==> src/rtl/core/efr_pkg.sv <==
`default_nettype none

package efr_pkg;

  // Ring geometry. The pointer width follows the ring depth.
  localparam int unsigned BUFFER_SIZE = 64;
  localparam int unsigned PTR_W = $clog2(BUFFER_SIZE);

  typedef logic [PTR_W-1:0] ptr_t;

  localparam ptr_t PTR_MAX = ptr_t'(BUFFER_SIZE - 1);

  // Result kinds on the output channel.
  typedef enum logic [1:0] {
    KIND_ACK  = 2'd0,
    KIND_MSG  = 2'd1,
    KIND_SIZE = 2'd2
  } kind_t;

  // Configuration register indexes.
  typedef enum logic [1:0] {
    CFG_START  = 2'd0,
    CFG_END    = 2'd1,
    CFG_ESCAPE = 2'd2
  } cfg_idx_t;

  // Acknowledge frame contents.
  localparam logic [7:0] ACK_TYPE  = 8'h02;
  localparam logic [7:0] ACK_START = 8'h01;
  localparam logic [7:0] ACK_END   = 8'h04;
  localparam logic [7:0] ACK_ESC   = 8'h00;
  localparam logic [7:0] ACK_DATA  = 8'h02;

  // Control codes of the line.
  typedef struct packed {
    logic [7:0] start_code;
    logic [7:0] end_code;
    logic [7:0] escape_code;
  } codes_t;

  // One result item.
  typedef struct packed {
    kind_t      kind;
    logic [7:0] value;
    logic       last;
  } res_t;

  // Next ring position, wrapping at the ring depth.
  function automatic ptr_t ptr_inc(input ptr_t p);
    ptr_t r;
    if (p == PTR_MAX) begin
      r = '0;
    end else begin
      r = p + ptr_t'(1);
    end
    return r;
  endfunction

  // Distance from b forward to e around the ring.
  function automatic ptr_t ptr_dist(input ptr_t e, input ptr_t b);
    logic [PTR_W:0] d;
    d = {1'b0, e} - {1'b0, b};
    if (e < b) begin
      d = d + (PTR_W+1)'(BUFFER_SIZE);
    end
    return ptr_t'(d);
  endfunction

endpackage

`default_nettype wire

==> src/rtl/core/escaped_frame_receiver.sv <==
`default_nettype none

// Byte-stuffed frame receiver. Each input transaction is either a received
// line byte (in_tuser low) or a fetch of the pending message (in_tuser high,
// caller's buffer room in in_tdata[15:8]). Frame bytes are stored in a
// 64-entry ring memory; a closed frame becomes the pending message if none
// is pending yet. Start, end, escape and stored-data bytes answer with a
// four-byte acknowledge frame in which control bytes are escaped, while a
// dropped byte is accepted with no result. A fetch is accepted, then each
// message byte passes through the ring's registered read and then the
// output load, and a size result closes it.
// One transaction is in work at a time; results leave through an output
// register and are held while out_tready is low. The three control codes
// may be written only while the block is idle.
module escaped_frame_receiver (
  input  wire logic        clk,
  input  wire logic        rst_n,
  // Input stream
  input  wire logic        in_tvalid,
  output      logic        in_tready,
  input  wire logic [15:0] in_tdata,   // [7:0] rx_byte, [15:8] room
  input  wire logic        in_tlast,   // packet_last
  input  wire logic        in_tuser,   // [0] func
  // Result stream
  output      logic        out_tvalid,
  input  wire logic        out_tready,
  output      logic [7:0]  out_tdata,  // [7:0] value
  output      logic        out_tlast,  // last
  output      logic [1:0]  out_tuser,  // [1:0] kind
  // Configuration writes
  input  wire logic        cfg_we,
  input  wire logic [1:0]  cfg_index,
  input  wire logic [7:0]  cfg_data
);

  typedef enum logic [4:0] {
    S_IDLE = 5'b00001,
    S_ACK  = 5'b00010,
    S_RD   = 5'b00100,
    S_MSG  = 5'b01000,
    S_SIZE = 5'b10000
  } state_t;

  state_t          state_r, state_nxt;
  efr_pkg::codes_t codes_r;
  efr_pkg::ptr_t   head_r, head_nxt;
  efr_pkg::ptr_t   msg_begin_r, msg_begin_nxt;
  efr_pkg::ptr_t   msg_end_r, msg_end_nxt;
  logic            open_r, open_nxt;
  logic            esc_r, esc_nxt;
  logic            ready_r, ready_nxt;
  efr_pkg::ptr_t   rd_ptr_r, rd_ptr_nxt;
  efr_pkg::ptr_t   cnt_r, cnt_nxt;
  efr_pkg::ptr_t   size_r, size_nxt;

  logic            out_valid_r;
  efr_pkg::res_t   out_res_r;

  logic            accept;
  logic            slot_free;
  logic            load;
  efr_pkg::res_t   load_res;

  logic            ack_start;
  logic [7:0]      ack_code;
  logic            ack_valid;
  efr_pkg::res_t   ack_res;
  logic            ack_take;

  logic            ram_we;
  efr_pkg::ptr_t   ram_waddr;
  logic [7:0]      ram_wdata;
  logic            ram_re;
  logic [7:0]      ram_q;

  logic [7:0]      rx_byte;
  logic [7:0]      room;
  efr_pkg::ptr_t   next_head;
  efr_pkg::ptr_t   pend_size;

  assign rx_byte   = in_tdata[7:0];
  assign room      = in_tdata[15:8];
  assign in_tready = (state_r == S_IDLE);
  assign accept    = in_tvalid && in_tready;
  assign slot_free = !out_valid_r || out_tready;
  assign next_head = efr_pkg::ptr_inc(head_r);
  assign pend_size = efr_pkg::ptr_dist(msg_end_r, msg_begin_r);
  assign ack_take  = (state_r == S_ACK) && slot_free;

  efr_ring_ram u_ring (
    .clk     (clk),
    .wr_en   (ram_we),
    .wr_addr (ram_waddr),
    .wr_data (ram_wdata),
    .rd_en   (ram_re),
    .rd_addr (rd_ptr_r),
    .rd_data (ram_q)
  );

  efr_ack_gen u_ack (
    .clk       (clk),
    .rst_n     (rst_n),
    .start     (ack_start),
    .code      (ack_code),
    .codes     (codes_r),
    .take      (ack_take),
    .res_valid (ack_valid),
    .res       (ack_res)
  );

  // Transaction decode and result sequencing.
  always_comb begin
    state_nxt     = state_r;
    head_nxt      = head_r;
    msg_begin_nxt = msg_begin_r;
    msg_end_nxt   = msg_end_r;
    open_nxt      = open_r;
    esc_nxt       = esc_r;
    ready_nxt     = ready_r;
    rd_ptr_nxt    = rd_ptr_r;
    cnt_nxt       = cnt_r;
    size_nxt      = size_r;
    ack_start     = 1'b0;
    ack_code      = efr_pkg::ACK_DATA;
    ram_we        = 1'b0;
    ram_waddr     = next_head;
    ram_wdata     = rx_byte;
    ram_re        = 1'b0;
    load          = 1'b0;
    load_res      = ack_res;

    unique case (state_r)
      S_IDLE: begin
        if (accept && !in_tuser) begin
          // Received byte: start code wins over end, end over escape.
          if (rx_byte == codes_r.start_code) begin
            head_nxt  = msg_end_r;
            open_nxt  = 1'b1;
            esc_nxt   = 1'b0;
            ack_start = 1'b1;
            ack_code  = efr_pkg::ACK_START;
            state_nxt = S_ACK;
          end else if (!open_r) begin
            state_nxt = S_IDLE;
          end else if (rx_byte == codes_r.end_code) begin
            open_nxt = 1'b0;
            if (!ready_r) begin
              msg_begin_nxt = msg_end_r;
              msg_end_nxt   = head_r;
              ready_nxt     = 1'b1;
            end
            ack_start = 1'b1;
            ack_code  = efr_pkg::ACK_END;
            state_nxt = S_ACK;
          end else if (rx_byte == codes_r.escape_code) begin
            esc_nxt   = 1'b1;
            ack_start = 1'b1;
            ack_code  = efr_pkg::ACK_ESC;
            state_nxt = S_ACK;
          end else if (next_head == msg_begin_r) begin
            // Ring full: abort the frame silently.
            open_nxt = 1'b0;
          end else begin
            head_nxt  = next_head;
            ram_we    = 1'b1;
            ram_wdata = esc_r ? (rx_byte - 8'd1) : rx_byte;
            esc_nxt   = 1'b0;
            ack_start = 1'b1;
            ack_code  = efr_pkg::ACK_DATA;
            state_nxt = S_ACK;
          end
        end else if (accept) begin
          // Fetch: the pending message is released in every case.
          if (!ready_r) begin
            size_nxt  = '0;
            state_nxt = S_SIZE;
          end else begin
            ready_nxt = 1'b0;
            size_nxt  = pend_size;
            if ((8'(pend_size) <= room) && (pend_size != '0)) begin
              rd_ptr_nxt = efr_pkg::ptr_inc(msg_begin_r);
              cnt_nxt    = pend_size;
              state_nxt  = S_RD;
            end else begin
              state_nxt = S_SIZE;
            end
          end
        end
      end

      S_ACK: begin
        if (ack_valid && slot_free) begin
          load     = 1'b1;
          load_res = ack_res;
          if (ack_res.last) begin
            state_nxt = S_IDLE;
          end
        end
      end

      S_RD: begin
        ram_re     = 1'b1;
        rd_ptr_nxt = efr_pkg::ptr_inc(rd_ptr_r);
        state_nxt  = S_MSG;
      end

      S_MSG: begin
        if (slot_free) begin
          load           = 1'b1;
          load_res.kind  = efr_pkg::KIND_MSG;
          load_res.value = ram_q;
          load_res.last  = 1'b0;
          cnt_nxt        = cnt_r - efr_pkg::ptr_t'(1);
          state_nxt      = (cnt_r == efr_pkg::ptr_t'(1)) ? S_SIZE : S_RD;
        end
      end

      S_SIZE: begin
        if (slot_free) begin
          load           = 1'b1;
          load_res.kind  = efr_pkg::KIND_SIZE;
          load_res.value = 8'(size_r);
          load_res.last  = 1'b1;
          state_nxt      = S_IDLE;
        end
      end

      default: begin
        state_nxt = S_IDLE;
      end
    endcase
  end

  // Control state.
  always_ff @(posedge clk) begin
    if (!rst_n) begin
      state_r     <= S_IDLE;
      head_r      <= '0;
      msg_begin_r <= '0;
      msg_end_r   <= '0;
      open_r      <= 1'b0;
      esc_r       <= 1'b0;
      ready_r     <= 1'b0;
    end else begin
      state_r     <= state_nxt;
      head_r      <= head_nxt;
      msg_begin_r <= msg_begin_nxt;
      msg_end_r   <= msg_end_nxt;
      open_r      <= open_nxt;
      esc_r       <= esc_nxt;
      ready_r     <= ready_nxt;
    end
  end

  // Fetch counters.
  always_ff @(posedge clk) begin
    rd_ptr_r <= rd_ptr_nxt;
    cnt_r    <= cnt_nxt;
    size_r   <= size_nxt;
  end

  // Configuration registers; writes to unused indexes are dropped.
  always_ff @(posedge clk) begin
    if (!rst_n) begin
      codes_r.start_code  <= 8'd16;
      codes_r.end_code    <= 8'd32;
      codes_r.escape_code <= 8'd48;
    end else if (cfg_we) begin
      unique case (cfg_index)
        efr_pkg::CFG_START:  codes_r.start_code  <= cfg_data;
        efr_pkg::CFG_END:    codes_r.end_code    <= cfg_data;
        efr_pkg::CFG_ESCAPE: codes_r.escape_code <= cfg_data;
        default: begin
        end
      endcase
    end
  end

  // Output register.
  always_ff @(posedge clk) begin
    if (!rst_n) begin
      out_valid_r <= 1'b0;
    end else if (load) begin
      out_valid_r <= 1'b1;
    end else if (out_tready) begin
      out_valid_r <= 1'b0;
    end
  end

  always_ff @(posedge clk) begin
    if (load) begin
      out_res_r <= load_res;
    end
  end

  assign out_tvalid = out_valid_r;
  assign out_tdata  = out_res_r.value;
  assign out_tlast  = out_res_r.last;
  assign out_tuser  = out_res_r.kind;

  // The packet marker carries no meaning for this block.
  logic unused_tlast;
  assign unused_tlast = in_tlast;

endmodule

`default_nettype wire

==> src/rtl/core/efr_ring_ram.sv <==
`default_nettype none

module efr_ring_ram (
  input  wire logic              clk,
  input  wire logic              wr_en,
  input  wire efr_pkg::ptr_t     wr_addr,
  input  wire logic [7:0]        wr_data,
  input  wire logic              rd_en,
  input  wire efr_pkg::ptr_t     rd_addr,
  output      logic [7:0]        rd_data
);

  logic [7:0] mem [efr_pkg::BUFFER_SIZE];

  // Single write port.
  always_ff @(posedge clk) begin
    if (wr_en) begin
      mem[wr_addr] <= wr_data;
    end
  end

  // Registered read; the data holds while no read is issued.
  always_ff @(posedge clk) begin
    if (rd_en) begin
      rd_data <= mem[rd_addr];
    end
  end

endmodule

`default_nettype wire

==> src/rtl/core/efr_ack_gen.sv <==
`default_nettype none

module efr_ack_gen (
  input  wire logic            clk,
  input  wire logic            rst_n,
  input  wire logic            start,
  input  wire logic [7:0]      code,
  input  wire efr_pkg::codes_t codes,
  input  wire logic            take,
  output      logic            res_valid,
  output      efr_pkg::res_t   res
);

  logic       busy_r, busy_nxt;
  logic [1:0] idx_r, idx_nxt;
  logic       phase_r, phase_nxt;
  logic [7:0] code_r, code_nxt;

  logic [7:0] frame_byte;
  logic       is_ctrl;
  logic       byte_done;

  // Select the byte of the acknowledge frame now being sent.
  always_comb begin
    unique case (idx_r)
      2'd0:    frame_byte = codes.start_code;
      2'd1:    frame_byte = efr_pkg::ACK_TYPE;
      2'd2:    frame_byte = code_r;
      2'd3:    frame_byte = codes.end_code;
      default: frame_byte = codes.end_code;
    endcase
  end

  // A control byte goes out as escape followed by the byte plus one.
  always_comb begin
    is_ctrl   = (frame_byte == codes.start_code) || (frame_byte == codes.end_code) ||
                (frame_byte == codes.escape_code);
    byte_done = phase_r || !is_ctrl;
    res.kind  = efr_pkg::KIND_ACK;
    res.last  = byte_done && (idx_r == 2'd3);
    if (phase_r) begin
      res.value = frame_byte + 8'd1;
    end else if (is_ctrl) begin
      res.value = codes.escape_code;
    end else begin
      res.value = frame_byte;
    end
    res_valid = busy_r;
  end

  // Sequencer over the four frame bytes and the escape phase.
  always_comb begin
    busy_nxt  = busy_r;
    idx_nxt   = idx_r;
    phase_nxt = phase_r;
    code_nxt  = code_r;
    if (start) begin
      busy_nxt  = 1'b1;
      idx_nxt   = 2'd0;
      phase_nxt = 1'b0;
      code_nxt  = code;
    end else if (busy_r && take) begin
      if (byte_done) begin
        phase_nxt = 1'b0;
        idx_nxt   = idx_r + 2'd1;
        if (idx_r == 2'd3) begin
          busy_nxt = 1'b0;
        end
      end else begin
        phase_nxt = 1'b1;
      end
    end
  end

  always_ff @(posedge clk) begin
    if (!rst_n) begin
      busy_r  <= 1'b0;
      idx_r   <= 2'd0;
      phase_r <= 1'b0;
    end else begin
      busy_r  <= busy_nxt;
      idx_r   <= idx_nxt;
      phase_r <= phase_nxt;
    end
  end

  always_ff @(posedge clk) begin
    code_r <= code_nxt;
  end

endmodule

`default_nettype wire
==> config.mk <==
export PLATFORM = sky130hd
export DESIGN_NAME = escaped_frame_receiver
export DESIGN_NICKNAME = d
export VERILOG_FILES = /design/src/rtl/core/efr_pkg.sv /design/src/rtl/core/escaped_frame_receiver.sv /design/src/rtl/core/efr_ring_ram.sv /design/src/rtl/core/efr_ack_gen.sv
export SDC_FILE = /design/constraint.sdc
export NUM_CORES = 1
export LEC_CHECK = 0
export BUFFER_PORTS_ARGS = -buffer_cell sky130_fd_sc_hd__buf_2
export CAP_MARGIN = 20
export CORE_AREA = 2 2 213 215
export DETAILED_ROUTE_END_ITERATION = 10
export DIE_AREA = 0 0 215 217
export PLACE_DENSITY = 0.76
export SLEW_MARGIN = 20
export SYNTH_ARGS = -nofsm -noshare
export SYNTH_HDL_FRONTEND = slang
export SYNTH_SLANG_ARGS = --single-unit
==> constraint.sdc <==
create_clock -name clk -period 13.1 [get_ports clk]
set_input_delay 0 -clock clk [delete_from_list [all_inputs] [get_ports clk]]
set_output_delay 0 -clock clk [all_outputs]
set_load 0.02 [all_outputs]
==> metrics.md <==
| Metric | Value |
|---|---|
| Seq/Total Area, Yosys | 0.668 |
| Layout Nets | 1843 |
| Main flop type after synthesis | edfxtp_1 |
| Post-Route Skew | 37.3 ps |
| Final setup TNS | 0 ps |
| Critical Path RT | 13370 ps |
| FMAX | 0.242 GHz |
| Max-slew headroom | 0.321 |
| Max stage delay on crit path | 890 ps |
| Endpoint, Worst Hold | codes_r[13] |
| First-pass GRT wire length | 89900 µm |
| Post-synth EDFFs | 552 |
| Gr ovfl total | 0 |
| Max-cap violations | 0 |
| Core area | 44700 µm² |
| DRT Pass-1 Iters | 6 |
| Crit path top cell by count | nor2_1 |
| Syn Area/Cell | 15.1 µm² |
| Power Dens Cells | 136 nW/µm² |
| Max VDD drop | 0.000106 V |
| Pin count of the biggest net entering global routing | 147 |
| Die area | 46700 µm² |
| Pre-CTS worst setup slack | 9000 ps |
| DR vias/cell | 6.28 |
| WS Path Type | flop to flop |
| Final Routed Wirelength | 58900 µm |
| GPL Wtd Cong | 0.951 |
| Maximum buffer depth of the clock tree | 3 |
| Final WS setup | 8970 ps |
| Routed len/inst | 24.1 µm |
| Clock sink count | 607 |
| Leak pwr | 9.42 nW |
| Clock root buffer | clkbuf_16 |
| RSZ-0062 raised after global routing | no |
| Reg-to-reg startpoint | head_r[0] |
| Initial DRC count | 1603 |
| Slowest stage cell, crit path | nor2_1 |
| Worst-Skew Late Latency | 650 ps |
| Proportion of layout cells with a drive suffix above 1 | 0.162 |
| Synth Net Count | 1805 |
| Syn Inst Count | 1749 |
| FF-to-FF End | u_ring.mem[9][6] |
| Die W | 215 µm |
| Residual DRC | 0 |
| Largest fanout on the critical path | 8 |
| ANT nets after route | 0 |
| Cell area after synthesis | 26500 µm² |
| Most frequent cell after synthesis | edfxtp_1 |
| CP Cell Sequence | ha_1 -> nand3_2 -> xor2_1 -> xnor2_1 -> nand4_2 -> o31ai_2 -> nor2_1 -> nand3_1 -> nor2_1 |
| Post-CTS Setup Repair Bufs | 0 |
| Initial antenna violation count | 0 |
| HP Start | cfg_data[5] |
| Arrival @ worst endpoint | 4400 ps |
| Netlist cell types | 89 |
| Hold Path Cell Cnt | 4 |
| Layout filler cell count | 3086 |
| Status | completed |
| Post-CTS sizing | 0 |
| Chip Height | 217 µm |
| Htree depth | 2 |
| Via count | 15300 |
| Worst setup EP type | flop |
| Period utilization | 0.315 |
| Total CTS buffers | 60 |
| Fin crit period | 4130 ps |
| Max Slew Vio Count | 0 |
| Final setup fails | 0 |
| Final Hold Viols | 0 |
| Cell taking the most area after synthesis | edfxtp_1 |
| Reg2reg setup slack | 8970 ps |
| Worst hold path type | primary input to flop |
| P&R area growth vs syn | 11.4% |
| Initial Util | 0.592 |
| Vias in the first global route | 15000 |
| Total track usage | 0.254 |
| DP Area | 27200 µm² |
| Share of the synthesized area in the top cell type | 0.627 |
| Worst Max-Slew Pin Slew | 1010 ps |
| Synth top area cells | edfxtp_1 (63%), mux4_2 (6.1%), mux2i_1 (5.4%) |
| Clock transition at the registers of the reported paths | 60 ps |
| Yosys reg bits | 607 |
| # IOs | 46 |
| IO buf count | 44 |
| CP Launch Type | flop |
| CTS tree | yes |
| R2R cell count | 9 |
| Post-DP HPWL | 36200 µm |
| Synth top cells by count | edfxtp_1 (552), mux2i_1 (142), nand2_1 (105) |
| Row count | 78 |
| Yosys warning total | 0 |
| Final instance area | 29500 µm² |
| # diodes | 0 |
| Async S/R FF share, synth | 0 |
[sequential cells by signal, indices dropped and copies added, names as in the netlist]
register and cells:
rd_ptr_r 6, codes_r 24, out_tvalid 1, msg_begin_r 6, state_r 5, u_ack.res_valid 1, u_ring.mem 512, cnt_r 6
open_r 1, size_r 6, u_ack.phase_r 1, ready_r 1, msg_end_r 6, head_r 6, u_ack.code_r 3, out_tuser 2
esc_r 1, out_tdata 8, out_tlast 1, u_ack.idx_r 2, u_ring.rd_data 8
[stage by stage]
stage	util	power, mW	cells	hold WS, ps
global route	0.659	4.12	2438	195
finish	0.659	4.01	2438	182
global placement	0.609	2.31	2307	238
floorplan	-	2.27	1749	125
detailed placement	0.609	2.31	2307	256
CTS	0.659	4.03	2437	146
[worst max-delay path, delay by kind of cell, from the launching register on]
family,cells,cell delay [ps]
adders and majority gates,1,400
DFF,1,470
AOI/OAI and AO/OA,1,130
xor gates and xnor gates,2,660
and+or+nand+nor,5,2110
[cells by family (layout without fill, tap and decap cells)]
kind of cell,after synthesis,after routing,synth area share
DFF,607,607,0.668
AOI/OAI and AO/OA,296,296,0.0749
buffers and inverters,137,226,0.0222
adders and majority gates,23,23,0.0112
and+or+nand+nor,362,362,0.0682
xor gates and xnor gates,74,74,0.0251
muxes,250,250,0.130
[report_power, final]
| group | switching [mW] | internal, mW |
|---|---|---|
| sequential | 0.0132 | 2.12 |
| combinational | 0.0935 | 0.0489 |
| clock | 0.735 | 0.998 |
[routing by layer]
layer  GRT usage  part of all wire  vias to the layer above
met5           0                 0                        -
li1            -                 -                     6857
met4      0.0908             0.034                        0
met3      0.0429             0.070                      127
met1       0.347              0.41                     7691
met2       0.418              0.49                      639
[how the worst max path moves through the flow]
stage / slack (ps) / startpoint / to
6_report: 8970 / head_r[0] / u_ring.mem[9][6]
5_1_grt: 8750 / head_r[0] / u_ring.mem[33][7]
4_1_cts: 9030 / head_r[0] / u_ring.mem[11][1]
3_5_place_dp: 9000 / head_r[0] / u_ring.mem[11][0]
3_3_place_gp: 9190 / head_r[0] / u_ring.mem[43][6]
2_1_floorplan: 8010 / head_r[0] / u_ring.mem[0][1]
[placed cells by master (no fill, tap or decap), types with 5 or more instances in the layout]
master	count
edfxtp_1	552
mux2i_1	142
nand2_1	104
nor2_1	97
a21oi_1	77
mux4_2	72
o21ai_0	69
clkbuf_16	61
dfxtp_1	55
nor2b_1	51
buf_2	44
xor2_1	39
o22ai_1	38
mux2_2	36
inv_1	34
o221ai_1	32
xnor2_1	27
ha_1	22
nand3_1	18
dlygate4sd3_1	17
and2_1	15
buf_4	15
clkinv_2	14
clkinv_1	14
nor3_1	13
nor4_1	12
nand3b_1	8
nand4_1	7
o21a_1	7
clkinvlp_4	7
bufinv_16	7
nand2b_1	6
or3_1	6
a222oi_1	5
xor2_4	5
[timing repair]
action                                  in CTS  in global routing
endpoints found under the setup margin       0                  0
hold endpoints to repair                    37                  0
hold buffers                                17                  0
[area by class of cell]
class | instances | area [µm²] | share of cell area
multi-input cells | 1005 | 8330 | 0.283
repair buffers | 78 | 551 | 0.0187
clock buffers | 66 | 1560 | 0.0528
inverters | 35 | 131 | 0.00446
clock inverters | 47 | 472 | 0.0160
flip-flops and latches | 607 | 17700 | 0.600
well taps | 600 | 751 | 0.0255
Note: power is estimated with default switching activity, not from simulation.
